===== src/rtl/dam_pkg.sv =====
// Shared types, constants and the instruction decoder of the decimal accumulator machine.
package dam_pkg;

  localparam int WORD_W        = 32;
  localparam int ADDR_W        = 7;
  localparam int MEM_WORDS_DEF = 100;
  localparam int DIV_W         = 32;
  localparam int CNT_W         = $clog2(DIV_W + 1);

  // Words at or above this value carry an opcode past the last one.
  localparam logic [WORD_W-1:0] WORD_LIMIT = 32'd1100;

  typedef enum logic [1:0] {
    CMD_WRITE   = 2'd0,
    CMD_EXEC    = 2'd1,
    CMD_RESTART = 2'd2,
    CMD_READ    = 2'd3
  } cmd_t;

  typedef enum logic [1:0] {
    FLT_NONE = 2'd0,
    FLT_DIV0 = 2'd1,
    FLT_PC   = 2'd2
  } fault_t;

  typedef enum logic [3:0] {
    OP_HALT       = 4'd0,
    OP_LOAD       = 4'd1,
    OP_STORE      = 4'd2,
    OP_ADD        = 4'd3,
    OP_SUB        = 4'd4,
    OP_MUL        = 4'd5,
    OP_DIV        = 4'd6,
    OP_INPUT      = 4'd7,
    OP_OUTPUT     = 4'd8,
    OP_BRANCH     = 4'd9,
    OP_BRANCH_POS = 4'd10,
    OP_NOP        = 4'd15
  } op_t;

  typedef enum logic [2:0] {
    S_IDLE,
    S_FETCH,
    S_OPER,
    S_EXEC,
    S_DIV,
    S_RDATA,
    S_FIN
  } state_t;

  typedef struct packed {
    logic              we;
    logic [ADDR_W-1:0] waddr;
    logic [WORD_W-1:0] wdata;
    logic              re;
    logic [ADDR_W-1:0] raddr;
  } mem_req_t;

  typedef struct packed {
    op_t               op;
    logic [ADDR_W-1:0] addr;
  } dec_t;

  // Split a word into opcode (word / 100) and address (word % 100).
  // Only words below 1100 matter, so the quotient is a multiply by
  // 5243 / 2^19, which is exact over that range.
  function automatic dec_t decode_word(input logic [WORD_W-1:0] w);
    logic [10:0] w11;
    logic [23:0] prod;
    logic [3:0]  q;
    logic [10:0] rem;
    dec_t        d;
    w11  = w[10:0];
    prod = 24'(w11) * 24'd5243;
    q    = prod[22:19];
    rem  = w11 - 11'(11'(q) * 11'd100);
    if (w[WORD_W-1] || (w >= WORD_LIMIT)) begin
      d.op   = OP_NOP;
      d.addr = '0;
    end else begin
      d.op   = op_t'(q);
      d.addr = rem[ADDR_W-1:0];
    end
    return d;
  endfunction

endpackage


===== src/rtl/dam_div.sv =====
// Unsigned restoring divider, one quotient bit per cycle.
module dam_div (
  input  logic                       clk,
  input  logic                       rst_n,
  input  logic                       start,
  input  logic [dam_pkg::DIV_W-1:0]  dividend,
  input  logic [dam_pkg::DIV_W-1:0]  divisor,
  output logic                       done,
  output logic [dam_pkg::DIV_W-1:0]  quotient
);

  localparam int W = dam_pkg::DIV_W;
  localparam logic [dam_pkg::CNT_W-1:0] CNT_INIT = dam_pkg::CNT_W'(W);

  logic                      busy_r, busy_nxt;
  logic                      done_r, done_nxt;
  logic [dam_pkg::CNT_W-1:0] cnt_r, cnt_nxt;
  logic [W-1:0]              rem_r, rem_nxt;
  logic [W-1:0]              quo_r, quo_nxt;
  logic [W-1:0]              dvs_r, dvs_nxt;
  logic [W:0]                rem_sh;
  logic [W:0]                trial;

  always_comb begin
    rem_sh   = {rem_r, quo_r[W-1]};
    trial    = rem_sh - {1'b0, dvs_r};
    busy_nxt = busy_r;
    done_nxt = 1'b0;
    cnt_nxt  = cnt_r;
    rem_nxt  = rem_r;
    quo_nxt  = quo_r;
    dvs_nxt  = dvs_r;
    if (start) begin
      rem_nxt  = '0;
      quo_nxt  = dividend;
      dvs_nxt  = divisor;
      cnt_nxt  = CNT_INIT;
      busy_nxt = 1'b1;
    end else if (busy_r) begin
      // Keep the trial difference when it did not borrow.
      rem_nxt = trial[W] ? rem_sh[W-1:0] : trial[W-1:0];
      quo_nxt = {quo_r[W-2:0], ~trial[W]};
      cnt_nxt = cnt_r - 1'b1;
      if (cnt_r == dam_pkg::CNT_W'(1)) begin
        busy_nxt = 1'b0;
        done_nxt = 1'b1;
      end
    end
  end

  always_ff @(posedge clk) begin
    if (!rst_n) begin
      busy_r <= 1'b0;
      done_r <= 1'b0;
      cnt_r  <= '0;
    end else begin
      busy_r <= busy_nxt;
      done_r <= done_nxt;
      cnt_r  <= cnt_nxt;
    end
  end

  always_ff @(posedge clk) begin
    rem_r <= rem_nxt;
    quo_r <= quo_nxt;
    dvs_r <= dvs_nxt;
  end

  assign done     = done_r;
  assign quotient = quo_r;

endmodule


===== config.mk =====
export PLATFORM = sky130hd
export DESIGN_NAME = dam_div
export DESIGN_NICKNAME = d
export VERILOG_FILES = /design/src/rtl/dam_pkg.sv /design/src/rtl/dam_div.sv
export SDC_FILE = /design/constraint.sdc
export NUM_CORES = 1
export LEC_CHECK = 0
export BUFFER_PORTS_ARGS = -buffer_cell sky130_fd_sc_hd__clkbuf_2
export CAP_MARGIN = 20
export CORE_MARGIN = 1.5
export CORE_UTILIZATION = 61
export DETAILED_ROUTE_END_ITERATION = 8
export PLACE_DENSITY = 0.9
export SYNTH_ARGS = -nofsm -noshare
export SYNTH_HDL_FRONTEND = slang
export SYNTH_SLANG_ARGS = --single-unit
export TNS_END_PERCENT = 100

===== constraint.sdc =====
create_clock -name clk -period 7.2 [get_ports clk]
set_input_delay 0.36 -clock clk [delete_from_list [all_inputs] [get_ports clk]]
set_output_delay 0.36 -clock clk [all_outputs]
set_load 0.03 [all_outputs]

After elaboration in Yosys (flattened, before gate mapping)
Index checks and enable logic that the tools add are counted.

storage, ports and cells
  word-level logic and storage cells = 25
  input bits = 67
  register bits after elaboration = 104

cells by class
  bitwise operators = 3
  equal/unequal tests = 1
  add/subtract/negate cells = 2
  multiplexer cells = 9
  reductions and logical operators = 3

operators by type and width
  kind                                                 count
  two-way mux 32 bit                                   3
  subtractor 33 x 32 -> 33 bit                         1
  two-way mux 6 bit                                    2
  equality test 6 x 1 -> 1 bit, second input constant  1
  subtractor 6 x 1 -> 6 bit, second input constant     1
  two-way mux 1 bit                                    4
  NOT 1 bit                                            3
  OR reduction 3 bit                                   1
  nonzero test 2 bit                                   1
  OR reduction 2 bit                                   1

Depth between registers and ports, before layout
Gate-level depths: netlist (run 1).

  depth in word-level cells = 4
  mapped depth = 14
  gate-level depth less buffers = 12

Least setup slack after synthesis (run 1)
No wires, ideal clock.

  path kind = reg2reg
  from = register quo_r[31] (netlist: quotient[31])
  to = register rem_r[31]
  setup slack = 4,113 ps
  period minus slack after synthesis = 3,087 ps
  cell stages (with the launch flop) = 14
  arrival time = 2,996 ps
  data required time = 7,109 ps
  setup time = 91 ps
  buffers on the path = 2
  cells stage by stage = edfxtp_1 inv_1 ha_1 fa_1 nand2b_1 a21oi_2 o31a_2 a211oi_4 o311a_1 nor3_2 buf_4 buf_4 nand2_1 a311oi_1

on the way
  longest elaborated chain between the ends = 2

RTL lines
  what                          line           RTL
  start: declaration            dam_div.sv:19  logic [W-1:0] quo_r, quo_nxt;
  start signal: assignment      dam_div.sv:65  quo_r <= quo_nxt;
  subtractor 33 x 32 -> 33 bit  dam_div.sv:26  trial = rem_sh - {1'b0, dvs_r};
  two-way mux 32 bit            dam_div.sv:41  rem_nxt = trial[W] ? rem_sh[W-1:0] : trial[W-1:0];
  end signal: assignment        dam_div.sv:64  rem_r <= rem_nxt;
  end: declaration              dam_div.sv:18  logic [W-1:0] rem_r, rem_nxt;

Every way passes these cells.
A chain may end at the register's enable or synchronous reset.

Worst setup path after layout (run 1)
  from = register quo_r[31] (netlist: quotient[31])
  to = register rem_r[3]

Same word-level chain as after synthesis.

==> results.py, run 1 <==
metrics = {
    "synth": {
        "ys.flop_type": "edfxtp_1",
        "synth_edf_count": 64,
        "synth_cell_type_count": 61,
        "yosys_warnings": 0,
        "syn_inst": 606,
        "avgSynthCellArea_um2": 9.880,
        "async_reset_ff_share_pct": 0,
        "synth.net_count": 708,
        "ys_seq_area_share_pct": 45.48,
        "synthesis.area_mm2": 0.005987,
        "ys_ff_latch": 104,
    },
    "sta": {
        "slew_headroom_pct": 47.84,
        "layout_setup_ws_ns": 3.615,
        "finalHoldViolCount": 0,
        "min_period_over_period_pct": 49.79,
        "skew_ns": 0.01934,
        "setup_viol": 0,
        "fmax_mhz": 279.0,
        "rsz0062_at_grt": "false",
        "slew_viol_final": 0,
        "fin_setup_tns_ns": 0,
        "worstMarginPinSlew_ns": 0.7824,
        "finalCriticalPeriod_ns": 3.585,
    },
    "worst_setup_path": {
        "arrival_ns": 3.88,
        "cp_num_buf_inv": 3,
        "startpoint_type": "flip-flop",
        "worstSetupEndpointType": "flip-flop",
        "crit_path_cell_trace": "inv_1, ha_1, fa_1, nand2b_1, a21oi_2, o31a_2, a211oi_4, o311a_1, nor3_4, clkbuf_16, buf_4, nand2_1, o31a_1, a211oi_1",
        "cp-startpoint": "quotient[31]",
        "required_ns": 7.50,
        "cp_slowest_cell": "fa_1",
        "critPathTopFamily": "compound AO/OA/AOI/OAI gates",
        "slowest_delay_ns": 0.41,
        "r2r-start": "quotient[31]",
        "path_class": "reg2reg",
        "critPathMaxFanout": 30,
    },
    "place": {
        "dpl_worst_slack_ns": 3.090,
        "place_congestion": 0.9253,
        "hpwl_mm": 9.388,
        "numPortBuffers": 99,
    },
    "grt": {
        "globalRouteTotalUtil_pct": 26.36,
        "grt_pass1_vias": 4701,
        "grt_pass1_wl_mm": 21.44,
        "grt_max_degree": 71,
        "antenna_found_initial": 0,
        "grt_overflow": 0,
    },
    "route": {
        "avgRoutedWirePerCell_um": 15.99,
        "dr_total_vias": 4911,
        "ant_nets": 0,
        "finalWirelength_mm": 13.15,
        "via_per_inst": 5.974,
        "drc": 0,
        "dr.pass1.iters": 7,
        "first_iter_violations": 354,
    },
    "final_layout": {
        "final_common_cell": "clkbuf_2",
        "fill_cells": 697,
        "num_antenna_cells": 0,
        "multi_input_area_mm2": 0.002949,
        "area_growth_pct": 12.79,
        "drive_above_1_share_pct": 23.38,
        "final_cell_mix": "98 x clkbuf_2, 64 x edfxtp_1, 62 x nor2_1",
        "layout.nets": 790,
        "regArea_mm2": 0.002724,
    },
    "floorplanning": {
        "die_h_um": 102.1,
        "initial_core_util_pct": 63.89,
        "ios": 100,
        "die-area_mm2": 0.01042,
        "core_mm2": 0.009371,
        "die_x_um": 102.1,
        "rows": 35,
    },
    "clock_tree": {
        "htree_levels": 3,
        "clockRootBuffer": "clkbuf_8",
        "ctsHoldBuffers": 0,
        "tritoncts": "built",
        "clk_path_buf_depth": 2,
        "postCtsSetupBuffers": 0,
        "clock_latency_ns": 0.39,
        "numCtsBuffers": 9,
        "ctsResizeCount": 0,
        "clock-sinks": 104,
        "clkTransAtPathRegs_ns": 0.11,
    },
    "flow_run": {
        "cap_violations": 0,
    },
    "worst_hold_path": {
        "hp-class": "in2reg",
        "min_from": "divisor[26]",
    },
    "power": {
        "power-per-cell-area_mw_per_mm2": 236.7,
        "power_leakage_nw": 2.914,
        "ir_worst_vdd_mv": 0.1846,
    },
    "outcome": {
        "status": "complete, no violations",
    },
}
[synthesized netlist by cell type, types with 5 or more instances]
cell type / count / area (µm²)
a211oi_1: 27 / 202.7
a21o_1: 8 / 60.06
a21oi_1: 55 / 275.3
a31oi_1: 7 / 43.79
and3_1: 7 / 43.79
buf_2: 7 / 35.03
clkbuf_1: 16 / 60.06
dfxtp_1: 40 / 800.8
edfxtp_1: 64 / 1922
ha_1: 34 / 425.4
inv_1: 44 / 165.2
mux2_2: 31 / 349.1
mux2i_1: 9 / 90.09
nand2_1: 39 / 146.4
nand2b_1: 7 / 43.79
nand3_1: 8 / 40.04
nand4_1: 6 / 37.54
nor2_1: 62 / 232.7
nor2b_1: 5 / 31.28
nor3_1: 12 / 60.06
o21a_1: 8 / 60.06
o21ai_0: 21 / 105.1
xnor2_1: 12 / 105.1
xor2_1: 16 / 140.1
[layout make-up]
type	instances	area share, %
inverters	44	2.446
flip-flops and latches	104	40.34
well taps	129	2.390
clock buffers	10	2.205
repair buffers	103	8.079
clock inverters	6	0.8709
multi-input cells	426	43.67
[through the flow]
| stage | power, W | util [%] | instances | hold WS [ns] | instance area (µm²) |
|---|---|---|---|---|---|
| 4_1_cts | 0.001586 | 71.79 | 821 | 0.1298 | 6728 |
| 3_3_place_gp | 0.001197 | 69.57 | 805 | 0.4686 | 6520 |
| 5_1_grt | 0.001679 | 72.06 | 822 | 0.1180 | 6753 |
| 6_report | 0.001599 | 72.06 | 822 | 0.1377 | 6753 |
| 2_1_floorplan | 0.001110 | - | 606 | 0.4589 | 5987 |
| 3_5_place_dp | 0.001215 | 69.57 | 805 | 0.4861 | 6520 |
[registers in the layout (all words and copies together), names as in the netlist]
name      count
busy_r        1
cnt_r         6
done          1
dvs_r        32
quotient     32
rem_r        32
[worst paths after layout]
check	slack, ns	cells past startpoint	endpoint
max	3.62	14	rem_r[3]
min	0.14	1	dvs_r[26]
max reg2reg	3.62	14	rem_r[3]
min reg2reg	0.50	1	cnt_r[1]
[power by group]
group	internal [W]	switching [W]	total [W]
Combinational	0.000197	0.000293	0.000490
Clock	0.000155	0.000222	0.000377
Sequential	0.000695	0.0000370	0.000732
[cells by family (layout without fill, tap and decap cells)]
group	after synthesis	after routing	share of synthesized area, %
AO/OA/AOI/OAI	159	159	17.53
XOR/XNOR	28	28	4.096
adder cells (fa/ha/maj)	35	35	7.440
buffers and inverters	76	163	5.371
flip-flops	104	104	45.48
multiplexers	40	40	7.335
AND/OR/NAND/NOR	164	164	12.75
[per-layer routing]
metal	routed length (µm)	global-route usage (%)	up-vias
met5	0	0	-
met3	1064	8.824	27
met2	6313	45.29	217
met4	245	6.955	0
li1	-	-	2360
met1	5522	31.86	2307
Power figures use the tool's default switching activity.
==> run 2: changes to the inputs <==
--- a/config.mk
+++ b/config.mk
@@ -8,9 +8,9 @@
 export BUFFER_PORTS_ARGS = -buffer_cell sky130_fd_sc_hd__clkbuf_2
 export CAP_MARGIN = 20
 export CORE_MARGIN = 1.5
-export CORE_UTILIZATION = 61
+export CORE_UTILIZATION = 57
 export DETAILED_ROUTE_END_ITERATION = 8
-export PLACE_DENSITY = 0.9
+export PLACE_DENSITY = 0.86
 export SYNTH_ARGS = -nofsm -noshare
 export SYNTH_HDL_FRONTEND = slang
 export SYNTH_SLANG_ARGS = --single-unit
==> constraint.sdc (replaced) <==
create_clock -name clk -period 3.8 [get_ports clk]
set_input_delay 0.19 -clock clk [delete_from_list [all_inputs] [get_ports clk]]
set_output_delay 0.19 -clock clk [all_outputs]
set_load 0.03 [all_outputs]
==> run 2 against run 1 <==
Effect of this change:
- maximum frequency rose by 13%
- register-to-register slack got worse by 3.0 ns
- first-iteration DRC count fell by 32%
- non-clock buffer count rose by 33
- count of clock-buffer cells in the layout did not move
- total power rose by 88%
- die area rose by 6.8%
- final area rose by 4.7%
- global-route usage fell by 1.7 points
- sequential power rose by 90%
- clock skew fell by 0.0041 ns
- largest power group unchanged
==> results.py, run 2 (same netlist as run 1, synthesis figures left out) <==
metrics = {
    "outcome": {
        "status": "complete, no violations",
    },
    "power": {
        "power-per-cell-area_mw_per_mm2": 425.3,
        "power_leakage_nw": 3.043,
        "ir_worst_vdd_mv": 0.3158,
        "switching_share_pct": 34.36,
        "pwr-share-seq_pct": 46.2,
        "power_frac_clock_pct": 22.8,
        "p_comb_share_pct": 31.0,
        "p_sw_w": 0.001033,
        "p_int_w": 0.001973,
        "total_power_w": 0.003006,
    },
    "route": {
        "dr_total_vias": 4850,
        "drc": 0,
        "dr.pass1.iters": 5,
        "via_per_inst": 5.626,
        "ant_nets": 0,
        "finalWirelength_mm": 12.92,
        "avgRoutedWirePerCell_um": 14.99,
        "first_iter_violations": 240,
    },
    "grt": {
        "grt_max_degree": 58,
        "grt_overflow": 0,
        "grt_pass1_wl_mm": 21.92,
        "grt_pass1_vias": 4734,
        "globalRouteTotalUtil_pct": 24.67,
        "antenna_found_initial": 0,
    },
    "sta": {
        "worstMarginPinSlew_ns": 0.7303,
        "fin_setup_tns_ns": 0,
        "skew_ns": 0.01524,
        "min_period_over_period_pct": 83.49,
        "slew_viol_final": 0,
        "finalHoldViolCount": 0,
        "setup_viol": 0,
        "fmax_mhz": 315.2,
        "finalCriticalPeriod_ns": 3.173,
        "slew_headroom_pct": 51.31,
        "layout_setup_ws_ns": 0.6272,
        "rsz0062_at_grt": "false",
    },
    "clock_tree": {
        "tritoncts": "built",
        "postCtsSetupBuffers": 0,
        "numCtsBuffers": 9,
        "ctsHoldBuffers": 33,
        "htree_levels": 3,
        "clkTransAtPathRegs_ns": 0.11,
        "clockRootBuffer": "clkbuf_8",
        "clock-sinks": 104,
        "clk_path_buf_depth": 2,
        "ctsResizeCount": 0,
        "clock_latency_ns": 0.40,
    },
    "worst_setup_path": {
        "cp-startpoint": "quotient[31]",
        "required_ns": 4.10,
        "critPathMaxFanout": 57,
        "crit_path_cell_trace": "inv_1, ha_1, fa_1, nand2b_1, a21oi_2, o31a_2, a211oi_4, nor4_1, nor3_4, buf_12, nor3_1, a21oi_1, a211oi_1",
        "path_class": "reg2reg",
        "slowest_delay_ns": 0.46,
        "startpoint_type": "flip-flop",
        "critPathTopFamily": "simple AND/OR/NAND/NOR gates",
        "arrival_ns": 3.48,
        "worstSetupEndpointType": "flip-flop",
        "cp_slowest_cell": "nor4_1",
        "r2r_setup_slack_ns": 0.63,
        "r2r-start": "quotient[31]",
        "cp_num_buf_inv": 2,
    },
    "floorplanning": {
        "initial_core_util_pct": 58.25,
        "die-area_mm2": 0.01113,
        "rows": 37,
        "die_x_um": 105.5,
        "core_mm2": 0.01028,
        "die_h_um": 105.5,
        "ios": 100,
    },
    "final_layout": {
        "regArea_mm2": 0.002724,
        "multi_input_area_mm2": 0.002949,
        "fill_cells": 775,
        "layout.nets": 823,
        "final_cell_mix": "98 x clkbuf_2, 64 x edfxtp_1, 62 x nor2_1",
        "num_antenna_cells": 0,
        "postLayoutCellArea_mm2": 0.007068,
        "area_growth_pct": 18.06,
        "drive_above_1_share_pct": 22.31,
        "final_common_cell": "clkbuf_2",
    },
    "flow_run": {
        "cap_violations": 0,
    },
    "place": {
        "numPortBuffers": 99,
        "place_congestion": 0.9431,
        "dpl_worst_slack_ns": 0.6600,
        "hpwl_mm": 8.965,
        "placed_area_mm2": 0.006549,
    },
    "worst_hold_path": {
        "min_from": "dividend[0]",
        "hp-class": "in2reg",
    },
}
==> run 2: changes by cell type in the layout (fill, tap and decap cells not counted), sizes merged <==
cell / delta
clkbuf: -1
dlygate4sd3: +33
buf: +1
==> run 2: worst paths after layout <==
path / to / cells past startpoint
hold / removal: quotient[0] / 3
setup reg to reg: rem_r[9] / 13
setup / recovery: rem_r[9] / 13
hold reg to reg: rem_r[17] / 2
==> run 2: area by class of cell <==
type | instances | area share (%)
multi-input cells | 426 | 41.72
flip-flops and latches | 104 | 38.54
repair buffers | 136 | 12.32
well taps | 136 | 2.408
inverters | 44 | 2.337
clock buffers | 10 | 1.947
clock inverters | 6 | 0.7258
==> run 2: worst reg2reg max path: cells and delay by family, from the launching register on <==
family / cells / cell delay (ns)
simple gates: 4 / 0.98
compound gates: 5 / 0.85
fa+ha+maj: 2 / 0.61
flops: 1 / 0.37
buf+inv: 2 / 0.26
==> run 2: per-layer routing <==
layer  vias up  wire (µm)  global-route usage [%]
met1      2255       5824                   30.42
met3        20        843                   7.174
met2       151       6007                   40.90
met4         0        247                   9.491
met5         -          0                       0
li1       2424          -                       -
==> run 2: stage by stage <==
step | cells | hold WS (ns) | util [%]
after CTS | 862 | 0.04330 | 68.77
after detailed placement | 813 | 0.3686 | 63.72
final | 862 | 0.07177 | 68.77
after global routing | 862 | 0.07214 | 68.77
after global placement | 813 | 0.3689 | 63.72
after floorplan | 606 | 0.2889 | -
==> run 2: power by group through the flow <==
| stage | Sequential [W] | Combinational, W | Clock [W] |
|---|---|---|---|
| 4_1_cts | 0.00139 | 0.000925 | 0.000704 |
| 2_1_floorplan | 0.00146 | 0.000641 | 0 |
| 3_5_place_dp | 0.00141 | 0.000894 | 0 |
| 5_1_grt | 0.00140 | 0.00103 | 0.000735 |
| 3_3_place_gp | 0.00141 | 0.000868 | 0 |
| 6_report | 0.00139 | 0.000932 | 0.000685 |
